**src/rtl/tst_pkg.sv**
```systemverilog
// Package for the touch slot table: event codes, field widths and the
// request and response structs passed between the table and the top level.
// No dependencies.
`default_nettype none

package tst_pkg;

    localparam int TAG_W = 7;
    localparam int TAG_IN_W = 8;
    localparam int POS_W = 16;
    localparam int IDX_W = 4;
    localparam logic [TAG_W-1:0] TAG_MASK = 7'h7f;

    typedef enum logic [1:0] {
        OP_START = 2'd0,
        OP_STOP  = 2'd1,
        OP_MOVE  = 2'd2,
        OP_CLEAR = 2'd3
    } t_op;

    typedef struct packed {
        logic                fire;
        t_op                 op;
        logic [TAG_IN_W-1:0] tag;
        logic [POS_W-1:0]    x;
        logic [POS_W-1:0]    y;
    } t_req;

    typedef struct packed {
        logic [TAG_W-1:0] given_id;
        logic             table_full;
        logic             hit;
        logic [IDX_W-1:0] slot_index;
    } t_rsp;

endpackage

`default_nettype wire

```
**src/rtl/tst_slot_table.sv**
```systemverilog
// Slot storage, the combinational lookup and the registered update for one event.
// Depends on tst_pkg.
`default_nettype none

module tst_slot_table
    import tst_pkg::*;
#(
    parameter int TOUCH_SLOTS = 2
) (
    input  wire logic i_clk,
    input  wire logic i_rst_n,
    input  t_req      i_req,
    output t_rsp      o_rsp
);

    localparam int SLOT_W = (TOUCH_SLOTS > 1) ? $clog2(TOUCH_SLOTS) : 1;

    logic [TOUCH_SLOTS-1:0] r_busy, n_busy;
    logic [TAG_W-1:0]       r_tag [TOUCH_SLOTS];
    logic [POS_W-1:0]       r_x [TOUCH_SLOTS];
    logic [POS_W-1:0]       r_y [TOUCH_SLOTS];
    logic [TAG_W-1:0]       r_next_tag, n_next_tag;

    logic              free_found;
    logic [SLOT_W-1:0] free_idx;
    logic              stop_found;
    logic [SLOT_W-1:0] stop_idx;
    logic              move_found;
    logic [SLOT_W-1:0] move_idx;

    logic              wr_tag;
    logic              wr_pos;
    logic [SLOT_W-1:0] wr_idx;
    t_rsp              rsp;

    // Priority searches: the lowest slot that qualifies wins.
    always_comb begin
        free_found = 1'b0;
        free_idx   = '0;
        stop_found = 1'b0;
        stop_idx   = '0;
        move_found = 1'b0;
        move_idx   = '0;
        for (int i = 0; i < TOUCH_SLOTS; i++) begin
            if (!free_found && !r_busy[i]) begin
                free_found = 1'b1;
                free_idx   = SLOT_W'(i);
            end
            if (!stop_found && r_busy[i] && ({1'b0, r_tag[i]} == i_req.tag)) begin
                stop_found = 1'b1;
                stop_idx   = SLOT_W'(i);
            end
            if (!move_found && r_busy[i] && (r_tag[i] == (i_req.tag[TAG_W-1:0] & TAG_MASK))) begin
                move_found = 1'b1;
                move_idx   = SLOT_W'(i);
            end
        end
    end

    always_comb begin
        n_busy     = r_busy;
        n_next_tag = r_next_tag;
        wr_tag     = 1'b0;
        wr_pos     = 1'b0;
        wr_idx     = '0;
        rsp        = '0;
        case (i_req.op)
            OP_START: begin
                if (free_found) begin
                    wr_tag             = 1'b1;
                    wr_pos             = 1'b1;
                    wr_idx             = free_idx;
                    n_busy[free_idx]   = 1'b1;
                    n_next_tag         = (r_next_tag + TAG_W'(1)) & TAG_MASK;
                    rsp.given_id       = r_next_tag;
                    rsp.hit            = 1'b1;
                    rsp.slot_index     = IDX_W'(free_idx);
                end else begin
                    rsp.table_full = 1'b1;
                end
            end
            OP_STOP: begin
                if (stop_found) begin
                    n_busy[stop_idx] = 1'b0;
                    rsp.hit          = 1'b1;
                    rsp.slot_index   = IDX_W'(stop_idx);
                end
            end
            OP_MOVE: begin
                if (move_found) begin
                    wr_pos         = 1'b1;
                    wr_idx         = move_idx;
                    rsp.hit        = 1'b1;
                    rsp.slot_index = IDX_W'(move_idx);
                end
            end
            OP_CLEAR: begin
                n_busy     = '0;
                n_next_tag = '0;
            end
            default: begin
                n_busy = r_busy;
            end
        endcase
    end

    assign o_rsp = rsp;

    always_ff @(posedge i_clk) begin
        if (!i_rst_n) begin
            r_busy     <= '0;
            r_next_tag <= '0;
        end else if (i_req.fire) begin
            r_busy     <= n_busy;
            r_next_tag <= n_next_tag;
        end
    end

    // Stored ids and positions are only read behind a busy bit.
    always_ff @(posedge i_clk) begin
        if (i_req.fire && wr_tag) begin
            r_tag[wr_idx] <= r_next_tag;
        end
        if (i_req.fire && wr_pos) begin
            r_x[wr_idx] <= i_req.x;
            r_y[wr_idx] <= i_req.y;
        end
    end

endmodule

`default_nettype wire

```
**src/rtl/touch_slot_table_core.sv**
```systemverilog
// Touch slot table top level: input register, slot table and result register.
// An accepted beat waits in the input register; the table is updated and the
// result register loaded together. One beat per cycle, unless the output stalls.
// Reset is synchronous and active low; it frees every slot, zeroes the id counter
// and empties both the input and the result register.
// Depends on tst_pkg and tst_slot_table.
`default_nettype none

module touch_slot_table_core
    import tst_pkg::*;
#(
    parameter int TOUCH_SLOTS = 2
) (
    input  wire logic                i_clk,
    input  wire logic                i_rst_n,
    input  wire logic                i_in_valid,
    output logic                     o_in_stall,
    input  wire logic [1:0]          i_op,
    input  wire logic [TAG_IN_W-1:0] i_touch_tag,
    input  wire logic [POS_W-1:0]    i_pos_x,
    input  wire logic [POS_W-1:0]    i_pos_y,
    output logic                     o_out_valid,
    input  wire logic                i_out_stall,
    output logic [TAG_W-1:0]         o_given_id,
    output logic                     o_table_full,
    output logic                     o_hit,
    output logic [IDX_W-1:0]         o_slot_index
);

    // Input register. A beat sits here until the result register can take
    // its outcome; the table state is updated at that same edge.
    logic                r_in_valid;
    t_op                 r_op;
    logic [TAG_IN_W-1:0] r_tag;
    logic [POS_W-1:0]    r_x;
    logic [POS_W-1:0]    r_y;

    // Result register.
    logic r_out_valid;
    t_rsp r_rsp;

    logic advance;
    logic in_take;
    t_req req;
    t_rsp rsp;

    // The stage moves forward when the result register is empty or its
    // beat is being taken this cycle.
    assign advance    = !r_out_valid || !i_out_stall;
    assign o_in_stall = r_in_valid && !advance;
    assign in_take    = i_in_valid && !o_in_stall;

    always_ff @(posedge i_clk) begin
        if (!i_rst_n) begin
            r_in_valid <= 1'b0;
        end else if (in_take) begin
            r_in_valid <= 1'b1;
        end else if (advance) begin
            r_in_valid <= 1'b0;
        end
    end

    always_ff @(posedge i_clk) begin
        if (in_take) begin
            r_op  <= t_op'(i_op);
            r_tag <= i_touch_tag;
            r_x   <= i_pos_x;
            r_y   <= i_pos_y;
        end
    end

    assign req.fire = r_in_valid && advance;
    assign req.op   = r_op;
    assign req.tag  = r_tag;
    assign req.x    = r_x;
    assign req.y    = r_y;

    tst_slot_table #(
        .TOUCH_SLOTS(TOUCH_SLOTS)
    ) u_table (
        .i_clk  (i_clk),
        .i_rst_n(i_rst_n),
        .i_req  (req),
        .o_rsp  (rsp)
    );

    always_ff @(posedge i_clk) begin
        if (!i_rst_n) begin
            r_out_valid <= 1'b0;
        end else if (advance) begin
            r_out_valid <= r_in_valid;
        end
    end

    always_ff @(posedge i_clk) begin
        if (req.fire) begin
            r_rsp <= rsp;
        end
    end

    assign o_out_valid  = r_out_valid;
    assign o_given_id   = r_rsp.given_id;
    assign o_table_full = r_rsp.table_full;
    assign o_hit        = r_rsp.hit;
    assign o_slot_index = r_rsp.slot_index;

    // A full table never reports a slot or an id.
    a_full_no_slot: assert property (@(posedge i_clk) disable iff (!i_rst_n)
        o_out_valid && o_table_full |-> !o_hit && o_given_id == '0 && o_slot_index == '0)
        else $error("full result carries slot data");

    // A miss reports neither an index nor an id.
    a_miss_zero: assert property (@(posedge i_clk) disable iff (!i_rst_n)
        o_out_valid && !o_hit |-> o_slot_index == '0 && o_given_id == '0)
        else $error("miss result carries slot data");

    // The input side only stalls while a beat is held in the input register.
    a_stall_held: assert property (@(posedge i_clk) disable iff (!i_rst_n)
        o_in_stall |-> r_in_valid && r_out_valid && i_out_stall)
        else $error("input stalled without a held beat");

    // A beat held in the input register while the output stalls is still there.
    a_hold: assert property (@(posedge i_clk) disable iff (!i_rst_n)
        r_in_valid && !advance |=> r_in_valid && $stable(r_op) && $stable(r_tag))
        else $error("held input beat lost");

endmodule

`default_nettype wire

```
**config.mk**
```make
export PLATFORM = sky130hd
export DESIGN_NAME = touch_slot_table_core
export DESIGN_NICKNAME = d
export VERILOG_FILES = /design/src/rtl/tst_pkg.sv /design/src/rtl/tst_slot_table.sv /design/src/rtl/touch_slot_table_core.sv
export SDC_FILE = /design/constraint.sdc
export NUM_CORES = 1
export LEC_CHECK = 0
export ABC_AREA = 1
export BUFFER_PORTS_ARGS = -buffer_cell sky130_fd_sc_hd__buf_2
export CAP_MARGIN = 20
export CORE_ASPECT_RATIO = 1.4
export CORE_MARGIN = 2
export CORE_UTILIZATION = 46
export CTS_CLUSTER_DIAMETER = 60
export CTS_CLUSTER_SIZE = 16
export DETAILED_ROUTE_END_ITERATION = 6
export GPL_ROUTABILITY_DRIVEN = 0
export PLACE_DENSITY = 0.77
export SETUP_SLACK_MARGIN = 0.15
export SLEW_MARGIN = 25
export SYNTH_ARGS = -nofsm -noshare
export SYNTH_HDL_FRONTEND = slang
export SYNTH_SLANG_ARGS = --single-unit
```
**constraint.sdc**
```tcl
create_clock -name i_clk -period 1.7 [get_ports i_clk]
set_input_delay 0.425 -clock i_clk [delete_from_list [all_inputs] [get_ports i_clk]]
set_output_delay 0.425 -clock i_clk [all_outputs]
set_load 0.03 [all_outputs]
```
Yosys cells after proc, flatten, opt, wreduce, memory -nomap -nowiden
Memories as Yosys holds them, arrays and structs flattened.
Index checks and enable logic that the tools add are counted.
Cells by class
  add/subtract/negate cells: 1
  magnitude comparators: 4
  equal/unequal tests: 9
  multiplexer cells: 32
  bitwise operators: 3
  reduce and logical (&&, ||, !) cells: 28
Operator list (count)
  $mux W1: 20
  $eq A7 B8 Y1: 2
  $mux W5: 3
  $pmux W5 S3: 1
  $eq A7 B7 Y1: 2
  $pmux W7 S2: 1
  $logic_and A1 B1 Y1: 13
  $add A7 B1 Y7 const B: 1
  $logic_not A1 Y1: 7
  $mux W7: 1
  $pmux W2 S3: 1
  $eq A2 B2 Y1 const B: 2
  $lt A1 B2 Y1 const B: 2
  $mux W2: 2
  $ne A2 B1 Y1 const B: 2
  $reduce_and A4 Y1: 1
  $reduce_bool A2 Y1: 2
  $reduce_and A3 Y1: 1
  $reduce_bool A3 Y1: 1
  $and A2 B2 Y2: 1
  $demux W1 S1: 2
  $eq A2 B1 Y1 const B: 1
  $ge A1 B1 Y1 const B: 2
  $logic_not A2 Y1: 1
  other kinds (5): 5
Storage, ports and cells
  flip-flop bits (word level): 34
  RAM bits: 14
  input bits: 46
  output and inout port bits: 15
  logic and storage cells: 88
  memories: 1
Memory list
  u_table.r_tag: words 2, bits a word 7, rd ports 2, clocked after memory_dff 0, wr ports 1, line tst_slot_table.sv:19  | logic [TAG_W-1:0] r_tag [TOUCH_SLOTS];

Depth between registers and ports, before layout
Gate-level depths: netlist of the first run.
  word-level depth: 15
  mapped depth: 14
  gate-level depth less buffers: 14

Cells and area by module
A second synthesis of the first run with hierarchy kept.
Second synthesis, totals
  cells, all modules: 286
  area total of the unflattened synthesis: 3266.9 µm²
By module, submodules not included
  touch_slot_table_core: times used 1, cells each 68, area an instance 1746.7 µm², seq. area each 1691.6 µm²
  tst_slot_table: times used 1, cells each 218, area an instance 1520.2 µm², seq. area each 600.6 µm²

Least setup slack after synthesis of the first run
Ideal clock, no wire load.
  kind: reg2reg
  start point: register r_tag[0]
  end point: memory u_table.r_tag[1][0], enable pin
  setup time: 0.360 ns
  arrival time: 1.405 ns
  required time: 1.340 ns
  path slack: -0.065 ns
  stages on the path, launching flop included: 9
  path buffers: 0
  clock period less this slack: 1.765 ns
  cell sequence: edfxtp_1 > xor2_1 > nor2_1 > nand2_1 > nor2_1 > nand3_1 > nand2_1 > inv_1 > nor2_1
Between the ends
  longest elaborated chain between the ends: 9
  elaborated cells on any way between the ends: 11
  classes of those cells: eq/ne (2); mux (5); reduce/logical (4)
RTL lines
  start, declared: line touch_slot_table_core.sv:34  | logic [TAG_IN_W-1:0] r_tag;
  start signal, assigned: line touch_slot_table_core.sv:66  | r_tag <= i_touch_tag;
  $eq A7 B7 Y1: line tst_slot_table.sv:53  | if (!move_found && r_busy[i] && (r_tag[i] == (i_req.tag[TAG_W-1:0] & TAG_MASK))) begin
  $logic_and A1 B1 Y1: line tst_slot_table.sv:53
  $mux W1: line tst_slot_table.sv:53
  $logic_not A1 Y1: line tst_slot_table.sv:53
  $logic_and A1 B1 Y1 (2 in a row): line tst_slot_table.sv:53
  $mux W1: line tst_slot_table.sv:53
  $mux W1 (*): line tst_slot_table.sv:90  | if (move_found) begin
  $pmux W1 S2 (*): line tst_slot_table.sv:67  | case (i_req.op)
  end, declared: line tst_slot_table.sv:19
Every way passes the cells marked *; elsewhere a longest branch is shown, timed or not.

Worst setup path after layout of the first run
  start point: register r_tag[0]
  end point: memory u_table.r_tag[0][6], enable pin
The elaborated chain is that of the path after synthesis.

==> results.env, run 1 <==
STATUS='finished with violations'
FAILING_CHECKS='negative setup slack'
WORST_EP_ARRIVAL_TIME_NS=1.70
FIN_WS_NS=-0.00282
LAUNCH_POINT_OF_THE_CRITICAL_PATH='r_tag[0]$_DFFE_PP_'
PEAK_VDD_IR_mV=0.619
POSTROUTEWIRELENGTH_MICRONS=4390
CLOCK_SKEW_NS=0.00629
SYN-CELL-AREA_SQ_MM=0.00215
CTS_ROOT_BUF='clkbuf_8'
DESIGN_AREA_SQ_MM=0.00271
CELLLEAKAGEPOWER_uW=0.00121
IO_BUFFERS=25
POWER-PER-CELL-AREA_mW_PER_MM2=850
SYNTH_CELL_TYPE_COUNT=26
RR_STARTPOINT='r_tag[0]$_DFFE_PP_'
POSTSYNTHAREAPERCELL_SQ_UM=8.65
FLOORPLAN.INITIALDENSITY_PCT=47.7
CLOCK.FMAX_MHz=587
DPL.HPWL_MICRONS=3210
SYNTH.YOSYS.WARNINGS=0
HOLD_PATH_CLASS='in2reg'
DETAILED_ROUTER_S_FIRST_ITERATION_VIOLATION_COUNT=46
GRT_ANTENNA_BEFORE_REPAIR=0
VIA_COUNT=1744
TRITONCTS='built'
NETLIST_INSTANCES=248
DIE_H_MICRONS=84.8
NETLIST_TOP_CELLS_COUNT='nand2_1, inv_1, nor2_1'
RSZ_0062_RAISED_AFTER_GLOBAL_ROUTING='true'
REG2REG_TO='u_table.r_tag[0][6]$_DFFE_PP_'
CAP_VIOLATIONS=0
ANTENNADIODECOUNT=0
DRTANTENNAVIOLNETS=0
POST-PLACE-CELLS=348
PLACEMENTROWS=29
SETUP_VIOL=11
DP_WORST_SETUP_SLACK_NS=-0.107
PART_OF_THE_CYCLE_THE_WORST_PATH_NEEDS_PCT=100
FILLERS=394
GRT_MAX_DEGREE=15
CTSLONGESTPATHBUFFERS=2
NUMBER_OF_FLOPS_MAPPED_TO_ENABLE_CELLS_BY_YOSYS=34
DRT_PRE_ANTENNA_ITERS=4
CRIT_PATH_START_KIND='register'
CLOCK_SINKS=45
POST_SYNTH_MAIN_AREA_CONTRIBUTORS='edfxtp_1, nand2_1, dfxtp_1, inv_1, nor2_1'
SYNTH_SEQUENTIAL_AREA_RATIO_PCT=57.8
AVGROUTEDWIREPERCELL_MICRONS=12.1
H-TREE-DEPTH=2
MIN_CLOCK_PERIOD_POST_ROUTE_NS=1.70
CLK_TRANSITION_REPORTED_PATHS_NS=0.08
CRITPATHREQUIREDTIME_NS=1.69
DRIVE_ABOVE_1_SHARE_PCT=28.6
CRIT_TYPE='reg2reg'
TOTAL_OF_FLIP_FLOPS_PLUS_LATCHES_AFTER_SYNTHESIS=45
WORST-R2R-CELL-COUNT=10
SYNTH_TOP_CELL_AREA_SHARE_PCT=47.6
ASYNCSETRESETFLOPFRACSYNTH_PCT=0
VIA_COUNT_OF_THE_FIRST_GLOBAL_ROUTING_PASS=1702
POST_PLACE_CELL_AREA_SQ_MM=0.00246
NUM_CTS_BUFFERS=5
FINAL-MAX-SLEW-VIOLATION-COUNT=0
YOSYSMOSTFREQUENTCELL='nand2_1'
DIEWIDTH_MICRONS=61.7
GLOBALROUTEOVERFLOWTOTAL=0
YS_DOMINANT_REG_CELL='edfxtp_1'
CRIT_END='u_table.r_tag[0][6]$_DFFE_PP_'
SYNTH_TOP_CELL_BY_AREA='edfxtp_1'
FINALNETCOUNT=347
GRT_FIRST_PASS_WIRELENGTH_MICRONS=7110
FINAL_HOLD_VIOL_COUNT=0
RRSETUPSLACK_NS=-0.003
SETUP.WORST_PATH.END_CLASS='register'
DETAIL_ROUTE.DRC_VIOLATIONS=0
CORE-AREA_SQ_MM=0.00450
FLOORPLAN.IO_PINS=61
POST_LAYOUT_NONFILLER_INSTANCES=363
AREA_ENCLOSED_BY_THE_DIE_BOUNDARY_SQ_MM=0.00523
GLOBALROUTETOTALUTIL_PCT=18.8
SYN_TO_FINAL_GROWTH_PCT=26.5
WORST-PATH-MAX-FANOUT=7
WORST_SKEW_PAIR.LATE_LATENCY_NS=0.30
CTS-HOLD-FIX-BUFFERS=0
DETAIL_ROUTE.VIAS_PER_CELL=4.80
==> worst min path at each step <==
stage | from | to | slack, ns | depth (start not counted)
after global placement | u_table.r_next_tag[4]$_SDFFE_PN0P_ | u_table.r_tag[0][4]$_DFFE_PP_ | 0.47 | 0
after detailed placement | u_table.r_next_tag[4]$_SDFFE_PN0P_ | u_table.r_tag[1][4]$_DFFE_PP_ | 0.49 | 0
final | i_touch_tag[0] | r_tag[0]$_DFFE_PP_ | 0.29 | 1
after CTS | i_touch_tag[4] | r_tag[4]$_DFFE_PP_ | 0.29 | 1
after floorplan | u_table.r_next_tag[4]$_SDFFE_PN0P_ | u_table.r_tag[0][4]$_DFFE_PP_ | 0.45 | 0
after global routing | i_touch_tag[0] | r_tag[0]$_DFFE_PP_ | 0.29 | 1
==> logic make-up after synthesis <==
logic type / Yosys count / share of synthesized area [%]
xor+xnor: 5 / 2.04
flops: 45 / 57.8
simple gates: 133 / 26.5
compound gates: 12 / 3.44
fa+ha+maj: 1 / 0.583
other cells: 1 / 0.175
buf+inv: 51 / 9.45
==> area by class of cell <==
| class | count | area (sq um) | share of cell area [%] |
|---|---|---|---|
| Tap cell | 62 | 77.6 | 2.86 |
| Clock buffer | 6 | 82.6 | 3.04 |
| Multi-Input combinational cell | 154 | 795 | 29.3 |
| Sequential cell | 45 | 1240 | 45.7 |
| Clock inverter | 2 | 37.5 | 1.38 |
| Inverter | 48 | 180 | 6.64 |
| Timing Repair Buffer | 46 | 300 | 11.1 |
==> metrics by stage <==
step	power [uW]	util, %	hold WS [ns]	TNS (ns)
after floorplan	1390	-	0.448	0
after global placement	1460	54.6	0.473	-0.297
after detailed placement	1470	54.6	0.490	-1.18
after CTS	2300	58.8	0.288	-0.123
after global routing	2380	60.3	0.286	-2.26
final	2310	60.3	0.294	-0.0212
==> state kept, by name, indices dropped and copies added (netlist names) <==
name and cells:
o_hit 1, u_table.r_busy 2, r_in_valid 1, r_op 2, o_given_id 7, u_table.r_next_tag 7, o_table_full 1, u_table.r_tag 14
o_slot_index 1, r_tag 8, o_out_valid 1
==> where the power goes <==
group          total (uW)  internal, uW  switching, uW
registers            1240          1210           24.8
clock network         837           478            360
logic                 234          86.2            148
total                2310          1770            533
==> layout by cell type, fill, tap and decap left out, drive strengths merged <==
cell,count
a21oi,7
buf,45
bufinv,1
clkbuf,7
clkinvlp,1
conb,3
dfxtp,11
edfxtp,34
ha,1
inv,48
nand2,75
nand3,6
nand4,2
nor2,41
nor3,7
nor3b,1
nor4,1
o211ai,1
o21ai,4
xnor2,3
xor2,2
==> layer usage <==
| metal | share of wire, % | global-route usage (%) | routed length, microns | vias up |
|---|---|---|---|---|
| met5 | 0 | 0 | 0 | - |
| met4 | 5.5 | 13.9 | 241 | 0 |
| met3 | 3.3 | 3.81 | 145 | 22 |
| met2 | 54 | 31.7 | 2350 | 53 |
| met1 | 38 | 19.4 | 1650 | 804 |
| li1 | - | - | - | 865 |
==> critical path: stages, from the launching register on <==
cell,delay [ns]
edfxtp_1,0.47
nand2_1,0.12
nand2_2,0.07
inv_2,0.06
nand2_2,0.05
nor2_4,0.11
nand2_2,0.06
nand3_2,0.07
nand2_2,0.06
buf_6,0.12
nor2_4,0.19
==> what timing repair did <==
item / in CTS / in global routing
pin swaps: 15 / 11
setup buffers: 4 / 3
endpoints found under the hold margin: 0 / 0
gates resized for setup: 11 / 14
endpoints found under the setup margin: 17 / 21
Note: power is estimated with default switching activity, not from simulation.
==> inputs of run 2 (changes only) <==
==> constraint.sdc (replaced) <==
create_clock -name i_clk -period 1.7 [get_ports i_clk]
set_input_delay 0.085 -clock i_clk [delete_from_list [all_inputs] [get_ports i_clk]]
set_output_delay 0.085 -clock i_clk [all_outputs]
set_load 0.03 [all_outputs]
==> run 2 against run 1 <==
Net effect:
- the flow still finishes with violations (negative setup slack)
- die area is the same
- register-to-register slack got worse by 0.05 ns
- sequential share of layout area down 0.73 points
- non-clock buffer count increased by 2
- design area increased by 1.6%
- sequential power about the same
- critical path depth is the same
- worst hold slack lost 0.25 ns
- total power decreased by 2.5%
- via count fell by 1.1%
- routed wire length rose by 0.16%
- highest routed layer unchanged
==> results.env, run 2 (same netlist as run 1, synthesis figures left out) <==
STATUS='finished with violations'  # unchanged
FAILING_CHECKS='negative setup slack'  # unchanged
P_SW_SHARE_PCT=22.9  # was 23.1%
CRIT_TYPE='reg2reg'  # unchanged
DIE_H_MICRONS=84.8  # unchanged
HOLDCRITSTARTPOINT='i_rst_n'  # was i_touch_tag[0]
P_INT_uW=1730  # was 1770 uW
RSZ_0062_RAISED_AFTER_GLOBAL_ROUTING='true'  # unchanged
NUM_CTS_BUFFERS=5  # unchanged
PATH_CELLS='nand2_1, nand2_1, inv_1, nand2_2, nor2_1, nand2_1, nand3_2, nand2_2, buf_6, nor2_4'  # was nand2_1, nand2_2, inv_2, nand2_2, nor2_4, nand2_2, nand3_2, nand2_2, buf_6, nor2_4
DESIGN_AREA_SQ_MM=0.00276  # was 0.00271 sq mm
GLOBALROUTEOVERFLOWTOTAL=0  # unchanged
CTS_ROOT_BUF='clkbuf_8'  # unchanged
CP_COMMON_CELL='nand2_1'  # was nand2_2
FINAL_CELL_MIX='nand2_1, inv_1, edfxtp_1, nor2_1, buf_2'  # unchanged
TRITONCTS='built'  # unchanged
CLOCK_SINKS=45  # unchanged
DESIGN_POWER_TOTAL_uW=2250  # was 2310 uW
ANTENNADIODECOUNT=0  # unchanged
REG.LARGEST.LIST='u_table.r_tag (14), r_tag (8)'  # unchanged
PLACEMENTROWS=29  # unchanged
POWER-PER-CELL-AREA_mW_PER_MM2=815  # was 850 mW/mm^2
DETAIL_ROUTE.VIAS_PER_CELL=4.73  # was 4.80
DETAIL_ROUTE.DRC_VIOLATIONS=0  # unchanged
CORE-AREA_SQ_MM=0.00450  # unchanged
SEQPWRFRAC_PCT=54.9  # was 53.6%
RELSLEWSLACK_PCT=66.3
CLOCK.FMAX_MHz=571  # was 587 MHz
IO_BUFFERS=25  # unchanged
DPL.HPWL_MICRONS=3080  # was 3210 microns
CAP_VIOLATIONS=0  # unchanged
CELLLEAKAGEPOWER_uW=0.00121  # about the same
PEAK_VDD_IR_mV=0.665  # was 0.619 mV
GRT_MAX_DEGREE=14  # was 15
COMBINATIONALPOWERSHARE_PCT=10.6  # was 10.2%
DRIVE_ABOVE_1_SHARE_PCT=27.7  # was 28.6%
CLK_TRANSITION_REPORTED_PATHS_NS=0.08  # about the same
WORST-PATH-MAX-FANOUT=7  # unchanged
MIN_CLOCK_PERIOD_POST_ROUTE_NS=1.75  # was 1.70 ns
POST_PLACE_CELL_AREA_SQ_MM=0.00242  # was 0.00246 sq mm
MULTI_INPUT_AREA_SQ_UM=815  # was 795 sq um
WORST_SKEW_PAIR.LATE_LATENCY_NS=0.30  # about the same
FILLERS=386  # was 394
GLOBALROUTETOTALUTIL_PCT=18.7  # was 18.8%
WHS_ENDPOINT='u_table.r_busy[1]$_SDFFE_PN0P_'  # was r_tag[0]$_DFFE_PP_
FINAL-MAX-SLEW-VIOLATION-COUNT=0  # unchanged
FIN_WS_NS=-0.0502  # was -0.00282 ns
FINALNETCOUNT=349  # was 347
SWITCHING_POWER_uW=515  # was 533 uW
WORST_EP_ARRIVAL_TIME_NS=1.74  # was 1.70 ns
AREA_OCCUPIED_BY_REGISTERS_SQ_MM=0.00124  # unchanged
DRTANTENNAVIOLNETS=0  # unchanged
SETUP_VIOL=14  # was 11
BUFFERING_STAGE_COUNT_ON_THE_WORST_PATH_WITH_INVERTERS_INCLUDED=2  # unchanged
POWER.CLOCK.FRACTION_PCT=34.5  # was 36.3%
SYN_TO_FINAL_GROWTH_PCT=28.5  # was 26.5%
SETUP-TNS-FINAL_NS=-0.543  # was -0.0212 ns
LAYOUT.CELLS.MOST_COMMON='nand2_1'  # unchanged
REG2REG_TO='u_table.r_tag[0][1]$_DFFE_PP_'  # was u_table.r_tag[0][6]$_DFFE_PP_
H-TREE-DEPTH=2  # unchanged
CELL_TYPE_GROUP_WITH_THE_LARGEST_TOTAL_DELAY_ON_THE_CRITICAL_PATH='simple AND/OR/NAND/NOR gates'  # unchanged
LARGEST_REGISTER_FFS=14  # unchanged
POSTROUTEWIRELENGTH_MICRONS=4400  # was 4390 microns
CRIT_PATH_START_KIND='register'  # unchanged
AVGROUTEDWIREPERCELL_MICRONS=12.0  # was 12.1 microns
CTSLONGESTPATHBUFFERS=2  # unchanged
PART_OF_THE_CYCLE_THE_WORST_PATH_NEEDS_PCT=103  # was 100%
VIA_COUNT=1725  # was 1744
GRT_ANTENNA_BEFORE_REPAIR=0  # unchanged
DRT_PRE_ANTENNA_ITERS=4  # unchanged
WORST_PATH_LARGEST_CELL_DELAY_NS=0.46  # was 0.47 ns
LARGEST_REGISTER='u_table.r_tag'  # unchanged
DETAILED_ROUTER_S_FIRST_ITERATION_VIOLATION_COUNT=35  # was 46
RR_STARTPOINT='r_tag[4]$_DFFE_PP_'  # was r_tag[0]$_DFFE_PP_
FINAL_HOLD_VIOL_COUNT=0  # unchanged
AREA_ENCLOSED_BY_THE_DIE_BOUNDARY_SQ_MM=0.00523  # unchanged
FLOORPLAN.INITIALDENSITY_PCT=47.7  # unchanged
FLOORPLAN.IO_PINS=61  # unchanged
WORST_HOLD_PATH.NUM_CELLS=3  # was 1
TIGHTESTPINTRANSITION_NS=0.502
CRITICAL_PATH.SLOWEST_CELL='edfxtp_1'  # unchanged
SETUP.WORST_PATH.END_CLASS='register'  # unchanged
CRITPATHREQUIREDTIME_NS=1.69  # about the same
RRSETUPSLACK_NS=-0.05  # was -0.003 ns
DP_WORST_SETUP_SLACK_NS=-0.0815  # was -0.107 ns
HOLD_PATH_CLASS='in2reg'  # unchanged
GRT_FIRST_PASS_WIRELENGTH_MICRONS=7040  # was 7110 microns
CLOCK_SKEW_NS=0.00623  # was 0.00629 ns
WORST-R2R-CELL-COUNT=10  # unchanged
VIA_COUNT_OF_THE_FIRST_GLOBAL_ROUTING_PASS=1653  # was 1702
DIEWIDTH_MICRONS=61.7  # unchanged
[run 2: changes by cell type in the layout (fill, tap and decap cells not counted), moves of 2 or more]
cell,previous run,this run
dlygate4sd3_1,0,10
nand2_2,7,14
nand2_1,67,60
buf_4,17,9
nor2_1,28,30
[run 2: worst min-delay path, stage by stage]
cell and delay [ns]:
buf_2 0.12, nand2_1 0.06, nor2_1 0.03
[run 2: worst max path at each step]
stage,start,end,cells past startpoint
2_1_floorplan,r_tag[0]$_DFFE_PP_,u_table.r_tag[1][0]$_DFFE_PP_,8
3_3_place_gp,r_tag[4]$_DFFE_PP_,u_table.r_tag[1][5]$_DFFE_PP_,7
3_5_place_dp,r_tag[1]$_DFFE_PP_,u_table.r_tag[0][4]$_DFFE_PP_,8
4_1_cts,r_tag[0]$_DFFE_PP_,u_table.r_tag[1][1]$_DFFE_PP_,8
5_1_grt,r_tag[2]$_DFFE_PP_,u_table.r_tag[1][1]$_DFFE_PP_,10
6_report,r_tag[4]$_DFFE_PP_,u_table.r_tag[0][1]$_DFFE_PP_,10
[run 2: routing by layer]
layer | vias up | share of wire, % | GRT usage, %
met5 | - | 0 | 0
met4 | 0 | 6.0 | 14.1
met3 | 21 | 4.0 | 4.57
met2 | 52 | 51 | 30.0
met1 | 784 | 39 | 20.4
li1 | 868 | - | -
[run 2: layout make-up]
type / instances / share of cell area, %
inverters: 48 / 6.53
repair buffers: 48 / 12.3
flip-flops and latches: 45 / 45.0
clock inverters: 2 / 1.23
well taps: 62 / 2.81
multi-input cells: 154 / 29.5
clock buffers: 6 / 2.63
[run 2: power by group through the flow]
stage | combinational, uW | clock (uW) | sequential, uW
finish | 238 | 775 | 1230
global route | 263 | 826 | 1240
CTS | 226 | 790 | 1230
detailed placement | 200 | 0 | 1260
global placement | 196 | 0 | 1260
floorplan | 115 | 0 | 1280
[run 2: repair_timing]
action	CTS	global route
pin swaps	15	8
endpoints found under the setup margin	17	20
buffers inserted	4	0
hold buffers	10	0
gates resized for setup	12	19
hold endpoints to repair	10	0
[run 2: metrics by stage]
stage                     utilization, %  cells  hold WS (ns)
final                               61.3    365        0.0409
after global placement              53.8    343         0.262
after CTS                           60.0    365        0.0313
after floorplan                        -    250         0.184
after detailed placement            53.8    343         0.263
after global routing                61.3    365        0.0381
